### config.mk
export PLATFORM = sky130hd
export DESIGN_NAME = mlpt_abuf
export DESIGN_NICKNAME = d
export VERILOG_FILES = /design/src/rtl/core/mlpt_pkg.sv /design/src/rtl/core/mlpt_abuf.sv
export SDC_FILE = /design/constraint.sdc
export NUM_CORES = 2
export LEC_CHECK = 0
export BUFFER_PORTS_ARGS = -buffer_cell sky130_fd_sc_hd__buf_2
export CAP_MARGIN = 20
export CORE_ASPECT_RATIO = 1.5
export CORE_UTILIZATION = 57
export CTS_CLUSTER_DIAMETER = 30
export DETAILED_ROUTE_END_ITERATION = 10
export HOLD_SLACK_MARGIN = 0.08
export PLACE_DENSITY_LB_ADDON = 0.12
export SYNTH_ARGS = -nofsm -noshare
export SYNTH_HDL_FRONTEND = slang
export SYNTH_SLANG_ARGS = --single-unit
### constraint.sdc
create_clock -name clk -period 3.5 [get_ports clk]
set_clock_uncertainty 0.1 [all_clocks]
set_input_delay 0.7 -clock clk [delete_from_list [all_inputs] [get_ports clk]]
set_output_delay 0.7 -clock clk [all_outputs]
set_load 0.01 [all_outputs]
### src/rtl/core/mlpt_pkg.sv
// Shared types for the perceptron inference block.
package mlpt_pkg;

  typedef enum logic [1:0] {
    L_ONE = 2'd0,
    L_TWO = 2'd1,
    L_OUT = 2'd2
  } layer_t;

  typedef struct packed {
    logic clear;
    logic load;
    logic step;
    logic bias;
  } mac_ctrl_t;

  localparam int FRAC_BITS  = 12;
  localparam int FULL_SCALE = 32767;

endpackage

### src/rtl/core/mlpt_abuf.sv
// Feature buffer and the two hidden-layer activation buffers.
module mlpt_abuf #(
  parameter int INPUT_COUNT  = 18,
  parameter int HIDDEN_COUNT = 64,
  parameter int JW           = 7,
  parameter int NW           = 7
) (
  input  logic                 clk,
  input  mlpt_pkg::layer_t     layer,
  input  logic [JW-1:0]        rd_addr,
  output logic signed [15:0]   rd_data_r,
  input  logic                 feat_wr,
  input  logic [12:0]          feat_addr,
  input  logic signed [15:0]   feat_data,
  input  logic                 hid_wr,
  input  logic [NW-1:0]        hid_addr,
  input  logic signed [15:0]   hid_data
);

  localparam int FW = (INPUT_COUNT > 1) ? $clog2(INPUT_COUNT) : 1;
  localparam int HW = (HIDDEN_COUNT > 1) ? $clog2(HIDDEN_COUNT) : 1;

  logic signed [15:0] feat_mem [INPUT_COUNT];
  logic signed [15:0] h1_mem [HIDDEN_COUNT];
  logic signed [15:0] h2_mem [HIDDEN_COUNT];

  always_ff @(posedge clk) begin
    if (feat_wr && (32'(feat_addr) < INPUT_COUNT)) begin
      feat_mem[FW'(feat_addr)] <= feat_data;
    end
    if (hid_wr && (layer == mlpt_pkg::L_ONE)) begin
      h1_mem[hid_addr[HW-1:0]] <= hid_data;
    end
    if (hid_wr && (layer == mlpt_pkg::L_TWO)) begin
      h2_mem[hid_addr[HW-1:0]] <= hid_data;
    end
    case (layer)
      mlpt_pkg::L_ONE: rd_data_r <= feat_mem[rd_addr[FW-1:0]];
      mlpt_pkg::L_TWO: rd_data_r <= h1_mem[rd_addr[HW-1:0]];
      default:         rd_data_r <= h2_mem[rd_addr[HW-1:0]];
    endcase
  end

endmodule

==> flow_metrics.env <==
export IMPL_worst_setup_hold_path_clk_slew_ns=0.05
export IMPL_drv_slew=0
export IMPL_final_common_cell="edfxtp_1"
export IMPL_postRouteAntennaNets=0
export IMPL_ys_flop_type="edfxtp_1"
export IMPL_yosysUniqueCellTypes=60
export IMPL_layout_common_cells="2336 x edfxtp_1, 555 x mux4_2, 433 x buf_4"
export IMPL_grt_usage_pct=31.9
export IMPL_syn_area_mm2=0.0904
export IMPL_fin_crit_ns=3.24
export IMPL_placed_cell_area_mm2=0.0978
export IMPL_max_cap_violations=0
export IMPL_fillers=9527
export IMPL_synth_warnings=0
export IMPL_wl_per_cell_um=35.2
export IMPL_cellPowerDensity_mw_per_mm2=620
export IMPL_drive_gt1_share_pct=36.1
export IMPL_fp_row_count=178
export IMPL_worstMarginPinSlew_ns=1.23
export IMPL_start_util_pct=57.6
export IMPL_final_nets=4843
export IMPL_syn_area_per_cell_um2=22.3
export IMPL_grt_max_degree=85
export IMPL_cts_resized=0
export IMPL_grt_pass1_wl_um=352000
export IMPL_post_cts_buffers=0
export IMPL_cts_root_buf="clkbuf_16"
export IMPL_remaining_drc_errors=0
export IMPL_crit_fanout=16
export IMPL_drt_pass1_iterations=6
export IMPL_overflow=0
export IMPL_clock_latency_ns=0.95
export IMPL_synth_edf_count=2336
export IMPL_finalSetupTns_ns=0
export IMPL_drt_wl_total_um=250000
export IMPL_yosysSeqAreaShare_pct=78.0
export IMPL_syn2layout_area_growth_pct=20.7
export IMPL_drt_iter0_drc=6283
export IMPL_fin_util_pct=69.5
export IMPL_hpwl_um=157000
export IMPL_synth_cells=4046
export IMPL_ir_drop_mv=0.555
export IMPL_critPathKind="primary input to flip-flop"
export IMPL_cts_buffers=335
export IMPL_arrival_ns=3.95
export IMPL_place_gp_congestion=0.904
export IMPL_fin_area_mm2=0.109
export IMPL_hold_violations=0
export IMPL_slowest_delay_ns=0.73
export IMPL_vias=47300
export IMPL_p_leak_nw=35.8
export IMPL_yosys_register_bits=2352
export IMPL_vias_per_cell=6.66
export IMPL_synth_top_area_cell="edfxtp_1"
export IMPL_required_ns=4.21
export IMPL_path_cells="buf_8, buf_12, buf_12, mux4_2, a22o_1, a221oi_1, buf_4, o22ai_1, o21ai_0, buf_4, nand4_1"
export IMPL_crit_path_end_kind="flip-flop"
export IMPL_core_mm2=0.157
export IMPL_grt_pass1_vias=47600
export IMPL_cts_tree="built"
export IMPL_die_w_um=327
export IMPL_cp_slowest_cell="o21ai_0"
export IMPL_slew_headroom_pct=17.9
export IMPL_power_mw=67.6
export IMPL_die_h_um=490
export IMPL_clockBufferDepth=4
export IMPL_whs_ns=0.122
export IMPL_synth_nets=4110
export IMPL_status="completed"
export IMPL_portBuffers=77
export IMPL_h_tree_depth=5
export IMPL_die_area_mm2=0.160
export IMPL_fmaxAchievable_mhz=309
export IMPL_cp_start_kind="primary input"
export IMPL_finalSetupViolations=0
export IMPL_cts_sinks=2352
export IMPL_rsz0062_at_grt="no"
export IMPL_synthArstFlopShare_pct=0
export IMPL_finalCritPeriodShare_pct=92.5
export IMPL_synth_area_top_cells="edfxtp_1 78%, mux4_2 14%, mux2i_1 1.5%"
export IMPL_hp_class="primary input to flip-flop"
export IMPL_synth_top_cell_area_share_pct=77.6
export IMPL_ioPinCount=80
export IMPL_antenna_found_initial=15
[Yosys cell counts (all sizes together) (5+ instances only)]
library cell,count
mux4,562
nand2,67
o31ai,7
a211oi,10
a311oi,7
edfxtp,2336
buf,161
nor2b,22
dfxtp,16
o21ai,32
nand4,14
o22ai,34
a21oi,39
a31oi,8
o211ai,8
nor4,6
a22oi,54
a32oi,5
a2111oi,12
and2,7
or2,5
a22o,19
clkbuf,70
or4,6
nor2,173
mux2i,137
nand3,39
a221oi,33
or3,6
mux2,34
inv,14
a221o,10
nor3,37
nand2b,12
nand3b,8
[registers in the layout (all words and copies together) (netlist names)]
name / count
h1_mem: 1024
h2_mem: 1024
rd_data_r: 16
feat_mem: 288
[logic make-up (layout without fill, tap and decap cells)]
group	after synthesis	after routing	synth area share [%]
multiplexers	733	733	16.0
AND/OR/NAND/NOR	412	412	2.12
flip-flops	2352	2352	78.0
other	0	2	0
buffers and inverters	246	1239	1.50
AO/OA/AOI/OAI	303	303	2.43
[power by group]
part	total (mW)	switching, mW	internal [mW]
Sequential	31.1	0.0650	31.1
Combinational	3.28	2.02	1.26
Clock	33.2	12.6	20.7
[area by class of cell]
class                   instances  area [um^2]  share of cell area [%]
inverters                      15         56.3                  0.0516
clock buffers                 371         8640                    7.92
well taps                    2070         2590                    2.37
clock inverters               226         2490                    2.28
repair buffers                627         6110                    5.60
flip-flops and latches       2352        70500                    64.6
multi-input cells            1448        18800                    17.2
diodes                          2         5.00                 0.00459
[metrics by stage]
stage | setup slack (ns) | std cells
global route | 0.323 | 7110
detailed placement | -0.579 | 6496
finish | 0.263 | 7111
global placement | -0.570 | 6496
floorplan | 0.319 | 4046
CTS | 0.365 | 7109
[metal layers]
layer  up-vias  track usage (%)  wire, um
li1      18800                -         -
met1     25100             43.6     91700
met2      2864             51.1    121000
met3       577             5.71     25400
met4        10             13.9     11800
met5         -                0        62
[worst max-delay path, delay by kind of cell]
family / cells / cell delay [ns]
buffers and inverters: 5 / 1.20
and+or+nand+nor: 1 / 0.10
muxes: 1 / 0.55
AOI/OAI and AO/OA: 4 / 1.32
[path summary, 6_finish.rpt]
kind | startpoint | end | slack (ns) | cells after the start
min | hid_data[5] | h2_mem[40][5] | 0.12 | 1
max | rd_addr[0] | rd_data_r[3] | 0.26 | 11
max reg2reg | h1_mem[27][3] | rd_data_r[3] | 0.48 | 8
min reg2reg | feat_mem[17][15] | rd_data_r[15] | 0.67 | 4
[what timing repair did]
item,CTS,global route
endpoints found under the setup margin,0,0
endpoints found under the hold margin,288,0
hold buffers,16,0
Note: power is estimated with default switching activity, not from simulation.
