[config.mk]
export PLATFORM = sky130hd
export DESIGN_NAME = mlpt_mac
export DESIGN_NICKNAME = d
export VERILOG_FILES = /design/src/rtl/core/mlpt_pkg.sv /design/src/rtl/core/mlpt_mac.sv
export SDC_FILE = /design/constraint.sdc
export NUM_CORES = 1
export LEC_CHECK = 0
export ABC_AREA = 1
export CAP_MARGIN = 20
export CORE_ASPECT_RATIO = 1.2
export CORE_MARGIN = 2
export CORE_UTILIZATION = 60
export CTS_BUF_LIST = sky130_fd_sc_hd__clkbuf_8
export DETAILED_ROUTE_END_ITERATION = 12
export DONT_BUFFER_PORTS = 1
export PLACE_DENSITY = 0.84
export REMOVE_ABC_BUFFERS = 1
export SLEW_MARGIN = 15
export SYNTH_ARGS = -nofsm -noshare
export SYNTH_HDL_FRONTEND = slang
export SYNTH_SLANG_ARGS = --single-unit
[constraint.sdc]
create_clock -name clk -period 5.1 [get_ports clk]
set_input_delay 1.02 -clock clk [delete_from_list [all_inputs] [get_ports clk]]
set_output_delay 1.02 -clock clk [all_outputs]
set_load 0.02 [all_outputs]
[src/rtl/core/mlpt_pkg.sv]
// Shared types for the perceptron inference block.
package mlpt_pkg;

  typedef enum logic [1:0] {
    L_ONE = 2'd0,
    L_TWO = 2'd1,
    L_OUT = 2'd2
  } layer_t;

  typedef struct packed {
    logic clear;
    logic load;
    logic step;
    logic bias;
  } mac_ctrl_t;

  localparam int FRAC_BITS  = 12;
  localparam int FULL_SCALE = 32767;

endpackage

[src/rtl/core/mlpt_mac.sv]
// Digit-serial multiply-accumulate: four bits of the activation per cycle while step is asserted.
module mlpt_mac (
  input  logic                 clk,
  input  logic                 rst_n,
  input  mlpt_pkg::mac_ctrl_t  ctrl,
  input  logic signed [15:0]   w_in,
  input  logic signed [15:0]   x_in,
  output logic                 dig_last,
  output logic signed [15:0]   y
);

  logic signed [39:0] acc_r, acc_nxt;
  logic signed [15:0] w_r;
  logic [15:0]        x_sr_r;
  logic [1:0]         dig_r;
  logic signed [4:0]  digit;
  logic signed [20:0] prod;
  logic signed [39:0] shifted;
  logic signed [27:0] r;

  always_comb begin
    // top digit carries the sign of the activation
    digit   = (dig_r == 2'd3) ? $signed({x_sr_r[3], x_sr_r[3:0]})
                              : $signed({1'b0, x_sr_r[3:0]});
    prod    = w_r * digit;
    shifted = $signed({{19{prod[20]}}, prod}) <<< {dig_r, 2'b00};
    acc_nxt = acc_r;
    if (ctrl.clear) begin
      acc_nxt = '0;
    end else if (ctrl.step) begin
      acc_nxt = acc_r + shifted;
    end else if (ctrl.bias) begin
      acc_nxt = acc_r + $signed({{12{w_in[15]}}, w_in, 12'd0})
                + 40'sd2048;
    end
  end

  always_ff @(posedge clk) begin
    if (!rst_n) begin
      acc_r <= '0;
      dig_r <= '0;
    end else begin
      acc_r <= acc_nxt;
      if (ctrl.load) begin
        dig_r <= '0;
      end else if (ctrl.step) begin
        dig_r <= dig_r + 2'd1;
      end
    end
  end

  always_ff @(posedge clk) begin
    if (ctrl.load) begin
      w_r    <= w_in;
      x_sr_r <= x_in;
    end else if (ctrl.step) begin
      x_sr_r <= {4'd0, x_sr_r[15:4]};
    end
  end

  assign dig_last = (dig_r == 2'd3);

  // floor shift, then saturate to 16 bits
  always_comb begin
    r = acc_r[39:mlpt_pkg::FRAC_BITS];
    if (r > 28'sd32767) begin
      y = 16'sh7fff;
    end else if (r < -28'sd32768) begin
      y = -16'sh8000;
    end else begin
      y = r[15:0];
    end
  end

endmodule

==> results of run 1 <==
metal layers:
metal | overflow | global-route usage [%]
met5 | 4 | 32.0
met4 | 91 | 79.0
met3 | 11 | 70.6
met2 | 148 | 96.2
met1 | 8 | 81.9
metrics by stage:
| stage | setup WS (ns) | setup TNS, ns | area [sq um] | hold WS (ns) |
|---|---|---|---|---|
| after CTS | -0.503 | -12.31 | 14200 | 0.478 |
| after detailed placement | -0.962 | -24.33 | 13000 | 0.464 |
| after global placement | -0.714 | -17.61 | 13000 | 0.451 |
| after floorplan | -1.34 | -38.07 | 11200 | 0.445 |
kinds of logic after synthesis:
group           share of synthesized area, %
compound gates                          14.7
xor+xnor                                2.47
mux                                    0.264
flops                                   15.9
fa+ha+maj                               20.7
buf+inv                                 12.7
simple gates                            33.3
synthesized netlist by cell type, types with 4 or more instances:
cell / number
xnor2_1: 15
ha_1: 105
a31oi_1: 5
o211ai_1: 6
edfxtp_1: 32
xor2_1: 17
nor3_1: 10
nor4_1: 4
dfxtp_1: 42
nand4_1: 21
nor2_4: 4
o21ai_0: 92
nor2_2: 10
nand3_1: 126
nand3b_1: 12
nand2_2: 25
a21oi_1: 148
nand3_2: 6
fa_1: 52
inv_1: 334
nor2_1: 148
nand2_1: 498
o21bai_1: 11
clkbuf_1: 29
a21o_1: 7
or2_2: 4
o21ai_1: 11
a21oi_2: 4
repair_timing:
| action | 4_1_cts |
|---|---|
| pin swaps | 68 |
| gates resized for setup | 206 |
| setup endpoints to repair | 33 |
| buffers inserted | 20 |
==> flow_summary.toml, run 1 <==
[global_route]
grt_max_degree = 49
overflow = 262
grt.total_usage_pct = 81.8

[yosys]
async_flop_share_pct = 0
netlist.area_leader.share_pct = 16.4
yosys.area.top_type = "nand2_1"
yosysSeqAreaShare_pct = 15.9
synth_edf_count = 32
avgSynthCellArea_sq_um = 6.24
synth_cells = 1822
ys_warn_count = 0
synthTopCellsByArea = "nand2_1 16%, ha_1 12%, inv_1 11%, fa_1 9.2%, edfxtp_1 8.5%"
synth_flop_cell = "dfxtp_1"
ys_ff_latch = 74
syn_area_sq_um = 11400
ys_types = 53

[run_status]
outcome = "did not finish"
error = "[ERROR GRT-0232] Routing congestion too high. Check the congestion heatmap in the GUI."
stop_stage = "global routing (5_1_grt)"

[cts]
cts.sinks = 74
numCtsBuffers = 9
cts_hold_buffers = 0
clock_path_buffers = 2
cts_htree_levels = 3
cts_root_buffer = "clkbuf_8"

[floorplan]
start_util_pct = 60.7
die_h_microns = 155
io_pins = 55
die_width_microns = 130
rows = 55

[place]
gp_congestion = 1.04
portBuffers = 0
dp_hpwl_mm = 31.1
dp_cells = 2228

[timing]
worst_endpoint_kind = "sequential cell input"
worst_endpoint = "acc_r[34]$_SDFFE_PP0N_/D"
==> run 2, diff against run 1 <==
--- a/config.mk
+++ b/config.mk
@@ -7,13 +7,11 @@
 export LEC_CHECK = 0
 export ABC_AREA = 1
 export CAP_MARGIN = 20
-export CORE_ASPECT_RATIO = 1.2
 export CORE_MARGIN = 2
-export CORE_UTILIZATION = 60
-export CTS_BUF_LIST = sky130_fd_sc_hd__clkbuf_8
+export CORE_UTILIZATION = 40
 export DETAILED_ROUTE_END_ITERATION = 12
 export DONT_BUFFER_PORTS = 1
-export PLACE_DENSITY = 0.84
+export PLACE_DENSITY_LB_ADDON = 0.15
 export REMOVE_ABC_BUFFERS = 1
 export SLEW_MARGIN = 15
 export SYNTH_ARGS = -nofsm -noshare
==> constraint.sdc (replaced) <==
create_clock -name clk -period 6.63 [get_ports clk]
set_input_delay 1.326 -clock clk [delete_from_list [all_inputs] [get_ports clk]]
set_output_delay 1.326 -clock clk [all_outputs]
set_load 0.02 [all_outputs]
==> run 2 against run 1 <==
The flow now finishes without violations. Synthesized area stayed put. Synthesized cell count stayed put.
==> flow_summary.toml, run 2 <==
[run_status]
outcome = "complete, no violations"

[power]
power_leakage_nw = 6.56
total_power_mw = 4.15
seqPwrFrac_pct = 14.5
combPwrFrac_pct = 69.9
switching_share_pct = 55.2
p_int_mw = 1.86
ir_drop_mv = 0.203
clkPwrFrac_pct = 15.6
p_sw_mw = 2.29
power.density_nw_per_um2 = 341

[critical_path]
required_ns = 6.93
end_kind = "flip-flop"
cp.arrival_ns = 6.60
crit_type = "reg2reg"
max_stage_delay_ns = 0.54
path_max_fanout = 14
r2r_slack_ns = 0.32
crit_slowest_cell = "fa_1"
r2r_cells = 28
start_kind = "flip-flop"
r2r_start = "dig_r[0]"
crit_top_cell = "nand2_1"
timing.rr.end = "acc_r[39]"

[yosys]
netlist.area_leader.share_pct = 16.4
synth_common_cells = "498 x nand2_1, 334 x inv_1, 148 x a21oi_1, 148 x nor2_1, 126 x nand3_1"
synthTopCellsByArea = "nand2_1 16%, ha_1 12%, inv_1 11%, fa_1 9.2%, edfxtp_1 8.5%"
synth_flop_cell = "dfxtp_1"
synth_top_family_by_area = "simple AND/OR/NAND/NOR gates"
synth_xor_area_share_pct = 2.47
yosysSeqAreaShare_pct = 15.9
ys_warn_count = 0
synth_edf_count = 32
ys_ff_latch = 74
yosys.area_share.simple_pct = 33.3
yosys.area.top_type = "nand2_1"
synth.most_common_cell = "nand2_1"
synth_compound_area_share_pct = 14.7
synth_cells = 1822
async_flop_share_pct = 0
synthAdderAreaFrac_pct = 20.7
ys_types = 53
syn_area_sq_um = 11400
synth_mux_area_share_pct = 0.264
avgSynthCellArea_sq_um = 6.24

[place]
gp_congestion = 1.01
dp_cells = 2175
portBuffers = 0
dp_hpwl_mm = 31.8

[route]
via_per_inst = 5.24
first_iter_violations = 1001
wl_per_cell_microns = 17.3
drtAntennaViolNets = 0
wl_met2_mm = 17.0
drt_first_pass_iters = 5
wl_met1_mm = 17.1
route.met3.wl_mm = 2.24
drc = 0
totalWireLength_mm = 37.9
num_vias = 11500
topRoutingLayerUsed = "met4"

[cts]
cts_htree_levels = 3
cts.sinks = 74
insertion_delay_ns = 0.36
clock_path_buffers = 2
cts_tree = "done"
cts_root_buffer = "clkbuf_16"
numCtsBuffers = 9
cts_hold_buffers = 0
clkTransAtPathRegs_ns = 0.07

[finish]
instances_no_fill = 2192
nets = 2004
reg.largest.list = "acc_r (40), w_r (16), x_sr_r (16)"
final_common_cell = "nand2_1"
antennaDiodeCount = 0
layout_common_cells = "496 x nand2_1, 334 x inv_1, 147 x a21oi_1"
drive_above_1_share_pct = 5.62
syn_to_final_growth_pct = 7.07
largest_register = "acc_r"
largest_register_ffs = 40

[timing]
drv_slew = 0
finalCriticalPeriod_ns = 6.31
setup_viol = 0
grt_setup_unrepaired = "false"
worst_slew_pin_slew_ns = 0.804
timing.slew.headroom_pct = 46.3
fmax_mhz = 159
final.setup.tns_ns = 0
finalHoldViolCount = 0
fin_skew_ns = 0.00954
fin_crit_sh_pct = 95.1

[hold_path]
hold_depth = 2
holdCritPathClass = "reg2reg"
min_to = "acc_r[0]"
holdCritStartpoint = "acc_r[0]"

[global_route]
antenna_found_initial = 0
grt_pass1_vias = 11200
overflow = 0
grt_pass1_wl_mm = 60.2
grt.total_usage_pct = 25.6
grt_max_degree = 49

[floorplan]
coreArea_sq_um = 27900
die_h_microns = 173
die_width_microns = 173
dieArea_sq_um = 29800
rows = 61
start_util_pct = 40.8
io_pins = 55

[flow_run]
max_cap_violations = 0
-- run 2: worst max-delay path by stage --
stage | startpoint | end | slack, ns | cells past startpoint
6_report | dig_r[0] | acc_r[39] | 0.32 | 28
5_1_grt | dig_r[0] | acc_r[38] | 0.003 | 29
4_1_cts | dig_r[0] | acc_r[38] | 0.04 | 30
3_5_place_dp | dig_r[0] | acc_r[38] | 0.08 | 30
3_3_place_gp | dig_r[0] | acc_r[36] | 0.20 | 27
2_1_floorplan | dig_r[1] | acc_r[20] | 0.19 | 25
-- run 2: area by class of cell --
type	instances	area [sq um]
fill	3008	15700
multi-input combinational	1373	8160
sequential	74	1800
inverter	339	1270
tap	378	473
clock buffer	9	225
clock inverter	7	149
timing repair buffer	12	90.1
-- run 2: logic make-up after synthesis --
| kind of cell | Yosys count |
|---|---|
| DFF | 74 |
| muxes | 3 |
| and+or+nand+nor | 879 |
| adders and majority gates | 157 |
| AOI/OAI and AO/OA | 302 |
| xor gates and xnor gates | 32 |
| buffers and inverters | 375 |
-- run 2: worst max-delay path: cells and delay by family, from the launching register on --
kind,cells,cell delay (ns)
AOI/OAI and AO/OA,7,1.30
adders and majority gates,6,2.57
buffers and inverters,2,0.15
and+or+nand+nor,12,1.66
DFF,1,0.34
xor gates and xnor gates,1,0.23
-- run 2: timing repair --
item                                    CTS  global route
setup buffers                             0             1
endpoints found under the setup margin    0            25
resized for setup                         0            12
-- run 2: through the flow --
| stage | area [sq um] | util [%] | hold WS [ns] | setup WS [ns] |
|---|---|---|---|---|
| after floorplan | 11200 | - | 0.445 | 0.193 |
| after global placement | 11800 | 42.2 | 0.452 | 0.198 |
| after detailed placement | 11800 | 42.2 | 0.462 | 0.0758 |
| after CTS | 12100 | 43.5 | 0.474 | 0.0420 |
| after global routing | 12200 | 43.7 | 0.500 | 0.00323 |
| final | 12200 | 43.7 | 0.469 | 0.325 |
-- run 2: metal layers --
layer	vias up	global-route usage [%]
li1	5792	-
met1	5310	34.3
met2	302	41.6
met3	73	3.67
met4	0	10.4
met5	-	0
-- run 2: power groups by stage --
| stage | Clock [mW] | Sequential (mW) | Combinational [mW] |
|---|---|---|---|
| after global placement | 0 | 0.611 | 2.82 |
| after CTS | 0.653 | 0.601 | 2.84 |
| final | 0.647 | 0.602 | 2.90 |
| after global routing | 0.671 | 0.608 | 3.25 |
| after floorplan | 0 | 0.581 | 2.11 |
| after detailed placement | 0 | 0.611 | 2.83 |
No activity file was read; power rests on OpenSTA's default activity.
